$ cat config.mk
export PLATFORM = sky130hd
export DESIGN_NAME = imhq_key_cmp
export DESIGN_NICKNAME = d
export VERILOG_FILES = /design/src/hw/rtl/assert_macros.svh /design/src/hw/rtl/imhq_pkg.sv /design/src/hw/rtl/imhq_key_cmp.sv
export SDC_FILE = /design/constraint.sdc
export NUM_CORES = 1
export LEC_CHECK = 0
export ABC_CLOCK_PERIOD_IN_PS = 2100
export BUFFER_PORTS_ARGS = -buffer_cell sky130_fd_sc_hd__clkbuf_2
export CAP_MARGIN = 20
export CORE_AREA = 2 2 39 41
export DETAILED_ROUTE_END_ITERATION = 10
export DIE_AREA = 0 0 41 43
export REMOVE_ABC_BUFFERS = 1
export SLEW_MARGIN = 40
export SYNTH_ARGS = -nofsm -noshare
export SYNTH_HDL_FRONTEND = slang
export SYNTH_SLANG_ARGS = --single-unit
export TNS_END_PERCENT = 1
$ cat constraint.sdc
create_clock -name vclk -period 2.1
set_input_delay 0.42 -clock vclk [all_inputs]
set_output_delay 0.42 -clock vclk [all_outputs]
set_load 0.005 [all_outputs]
$ cat src/hw/rtl/assert_macros.svh
// Assertion helpers used by the heap queue RTL.
`ifndef ASSERT_MACROS_SVH
`define ASSERT_MACROS_SVH

// Check a property on every rising clk edge, skip while reset is asserted.
`define ASSERT_CLK(label, prop, msg) \
    label: assert property (@(posedge clk) disable iff (!rst_n) (prop)) else $error(msg);

// Check a property that holds in every cycle, reset included.
`define ASSERT_ALWAYS(label, prop, msg) \
    label: assert property (@(posedge clk) (prop)) else $error(msg);

`endif

$ cat src/hw/rtl/imhq_pkg.sv
// ----------------------------------------------------------------------------
// imhq_pkg
// Shared types and constants of the indexed min-heap queue.
// ----------------------------------------------------------------------------
package imhq_pkg;

    localparam int NODE_BITS         = 10;
    localparam int NODE_COUNT        = 1 << NODE_BITS;
    localparam int PRIO_BITS         = 16;
    localparam int OCC_BITS          = 11;
    localparam int DEF_MAX_ENTRIES   = 1024;
    localparam int DEF_KEY_BITS      = 16;
    localparam int S_TDATA_BITS      = 32;
    localparam int M_TDATA_BITS      = 40;

    typedef enum logic [1:0] {
        ACT_ADD    = 2'd0,
        ACT_POP    = 2'd1,
        ACT_FIND   = 2'd2,
        ACT_REMOVE = 2'd3
    } action_t;

    typedef enum logic [1:0] {
        ST_OK     = 2'd0,
        ST_ABSENT = 2'd1,
        ST_FULL   = 2'd2,
        ST_QUEUED = 2'd3
    } status_t;

    typedef enum logic [3:0] {
        S_CLEAR,
        S_IDLE,
        S_LOOKUP,
        S_POP_TOP,
        S_POP_LAST,
        S_REM_LAST,
        S_FIND_RD,
        S_UP_RD,
        S_UP_CMP,
        S_DN_RD,
        S_DN_L,
        S_DN_R,
        S_DN_CMP,
        S_PLACE,
        S_DONE
    } state_t;

endpackage

$ cat src/hw/rtl/imhq_key_cmp.sv
// ----------------------------------------------------------------------------
// imhq_key_cmp
// Shared key comparator used by every sift step.
// ----------------------------------------------------------------------------
module imhq_key_cmp
    import imhq_pkg::*;
#(
    parameter int KEY_BITS = DEF_KEY_BITS
)
(
    input  logic [KEY_BITS-1:0] key_a,
    input  logic [KEY_BITS-1:0] key_b,
    output logic                a_lt_b
);

    assign a_lt_b = (key_a < key_b);

endmodule

-- Word-level counts from Yosys, hierarchy flattened
Cells that the tools add are included.
- register bits after elaboration: 0
- output and inout bits: 1
- logic and storage cells: 1
- bits of input ports: 32
- $lt $le $gt $ge: 1
- operators with widths (operator ; number):
    16-bit less-than comparator ; 1

-- Longest topological paths before layout
- depth in word-level cells: 1
- gate-level depth with buffers: 6
- gate-level depth less buffers: 6

-- Worst setup path before layout
Ideal clock, no wire load.
- path kind: input port to output port
- start point: in key_b[13]
- end point: out a_lt_b
- data required time: 1680 ps
- stages on the path: 6
- slack: 188 ps
- path buffers: 0
- arrival time: 1492 ps
- path through: inv_1 > ha_1 > a21o_1 > a21o_1 > a221o_1 > a21oi_1
- cells in the longest elaborated chain, start to end: 1
- RTL lines (what ; RTL line ; text):
    from (decl) ; imhq_key_cmp.sv:12 ; input logic [KEY_BITS-1:0] key_b,
    16-bit less-than comparator ; imhq_key_cmp.sv:16 ; assign a_lt_b = (key_a < key_b);
    to (decl) ; imhq_key_cmp.sv:13 ; output logic a_lt_b
No other way between the ends.

-- Worst setup path in the final report
- start point: in key_a[13]
- end point: out a_lt_b
- cells in the longest elaborated chain, start to end: 1
- RTL lines (what ; RTL line ; text):
    from (decl) ; imhq_key_cmp.sv:11 ; input logic [KEY_BITS-1:0] key_a,
    16-bit less-than comparator ; imhq_key_cmp.sv:16 ;
No other way between the ends.

==> results.json <==
{
  "drt_iter0_drc": 1,
  "setup_viol": 0,
  "p_int_mw": 0.0547,
  "p_leak_nw": 0.400,
  "synth_xor_area_frac": 0,
  "seqPwrFrac": 0,
  "yosys.area.top_type": "ha_1",
  "synthMuxAreaShare": 0,
  "synth_commonest_cells": "inv_1, ha_1, a21o_1, a21oi_1",
  "finalPower_mw": 0.0957,
  "final_nets": 134,
  "drc": 0,
  "seq_cell_count": 0,
  "pre_cts_ws_ps": -41.4,
  "outcome": "complete, no violations",
  "drive_gt1_frac": 0.424,
  "numPortBuffers": 33,
  "fin_area_um2": 578,
  "path_class": "in -> out",
  "grt_pass1_wl_um": 1360,
  "vias": 457,
  "yosys_warnings": 0,
  "vias_per_cell": 4.52,
  "synth_top_family_by_area": "adder cells",
  "crit_fanout": 2,
  "fmax_ghz": 0.494,
  "maxCapViolCount": 0,
  "hold_slack_ps": 1300,
  "slew_headroom": 0.775,
  "arrival_ps": 1610,
  "pwr-share-comb": 1.000,
  "die_w_um": 41,
  "synth.most_common_cell": "inv_1",
  "syn_area_um2": 375,
  "synth_compound_area_frac": 0.220,
  "drv_slew": 0,
  "dieArea_um2": 1760,
  "core_um2": 1380,
  "final_hold_viol_count": 0,
  "multiInputGateArea_um2": 329,
  "synth_area_leaders": "ha_1, inv_1, a21o_1",
  "p_per_area_nw_per_um2": 166,
  "fin_crit_ps": 2030,
  "pwr-share-clk": 0,
  "start_util": 0.271,
  "netlist_instances": 52,
  "synth-adder-area-share": 0.500,
  "syn_avg_cell_area_um2": 7.22,
  "dr.pass1.iters": 2,
  "synth_cell_types": 15,
  "finalWorstSetupSlack_ps": 74.5,
  "yosysSeqAreaShare": 0,
  "dp_hpwl_um": 766,
  "antenna_left": 0,
  "grt_util_all_layers": 0.102,
  "critPathLaunchType": "input pin",
  "clkbuf_count": 0,
  "syn2layout_area_growth_pct": 54.0,
  "worstPathRequired_ps": 1680,
  "antenna_found_initial": 0,
  "ir_drop_mv": 0.0552,
  "seqCellArea_um2": 0,
  "synthSimpleGateAreaFrac": 0.110,
  "n_antenna_cell": 0,
  "wire_per_inst_um": 7.88,
  "boundaryPins": 33,
  "die_h_um": 43,
  "place.gp.congestion": 0.625,
  "yosysTopAreaCellShare": 0.500,
  "grt.overflow.total": 0,
  "fillCellCount": 164,
  "grt_max_degree": 4,
  "grt_pass1_vias": 420,
  "net-switching-power_mw": 0.0409,
  "drt-total-wl_um": 796,
  "fin_crit_sh": 0.965,
  "worstMarginPinSlew_ps": 332,
  "dpl-instance-area_um2": 561,
  "hp-class": "in -> out",
  "core.rowCount": 14,
  "switching_share": 0.428,
  "hold_buffers": 0,
  "end_kind": "output port"
}
[critical path: stages]
cell and delay (ps):
clkbuf_2 100, ha_4 240, a21o_1 150, a21o_1 170, a221o_1 320, a21oi_2 100
clkbuf_2 120
[placed cells by master, fill, tap and decap left out]
cell type  instances
a21oi_1            2
o21a_1             1
a21o_1             3
and3_1             1
a221o_1            1
ha_1              14
nand2_1            2
ha_4               1
o311ai_1           1
clkbuf_2          33
inv_1             16
nor2_1             1
o21ai_0            1
a21oi_2            1
o21ai_1            1
a2111oi_1          1
nand2b_1           1
inv_2              1
nand4_1            2
nor3_1             1
[stage by stage]
step,std cells,util,TNS [ps]
6_report,101,0.418,0
5_1_grt,101,0.418,-40.6
4_1_cts,101,0.414,0
3_5_place_dp,101,0.405,-41.4
3_3_place_gp,101,0.405,-4.79
2_1_floorplan,52,-,0
[routing by layer]
metal	vias to the layer above	global-route usage	wire length (um)
met5	-	0	0
met4	0	0	0
met3	0	0	77
met2	18	0.213	437
met1	193	0.108	281
li1	246	-	-
[power by group through the flow]
stage / logic [mW] / registers [mW] / clock network (mW)
2_1_floorplan: 0.0492 / 0 / 0
3_3_place_gp: 0.0893 / 0 / 0
6_report: 0.0957 / 0 / 0
3_5_place_dp: 0.0909 / 0 / 0
5_1_grt: 0.115 / 0 / 0
4_1_cts: 0.0941 / 0 / 0
[path summary, 6_finish.rpt]
path                       from      to  slack (ps)  cells past startpoint
worst max-delay path  key_a[13]  a_lt_b          70                      7
worst min-delay path  key_a[15]  a_lt_b        1300                      5
[area by class of cell]
| class | instances | area share |
|---|---|---|
| Inverter | 17 | 0.110 |
| Multi-Input combinational cell | 35 | 0.569 |
| Tap cell | 16 | 0.0346 |
| Timing Repair Buffer | 33 | 0.286 |
[cell families after synthesis]
group,after synthesis
buf+inv,17
fa+ha+maj,15
compound gates,12
simple gates,8
[repair_timing]
item                                   CTS  global route
setup buffers                            0             0
gates resized for setup                  1             5
setup endpoints to repair                1             1
endpoints found under the hold margin    0             0
pin swaps                                0             1
No activity file was read; power rests on OpenSTA's default activity.
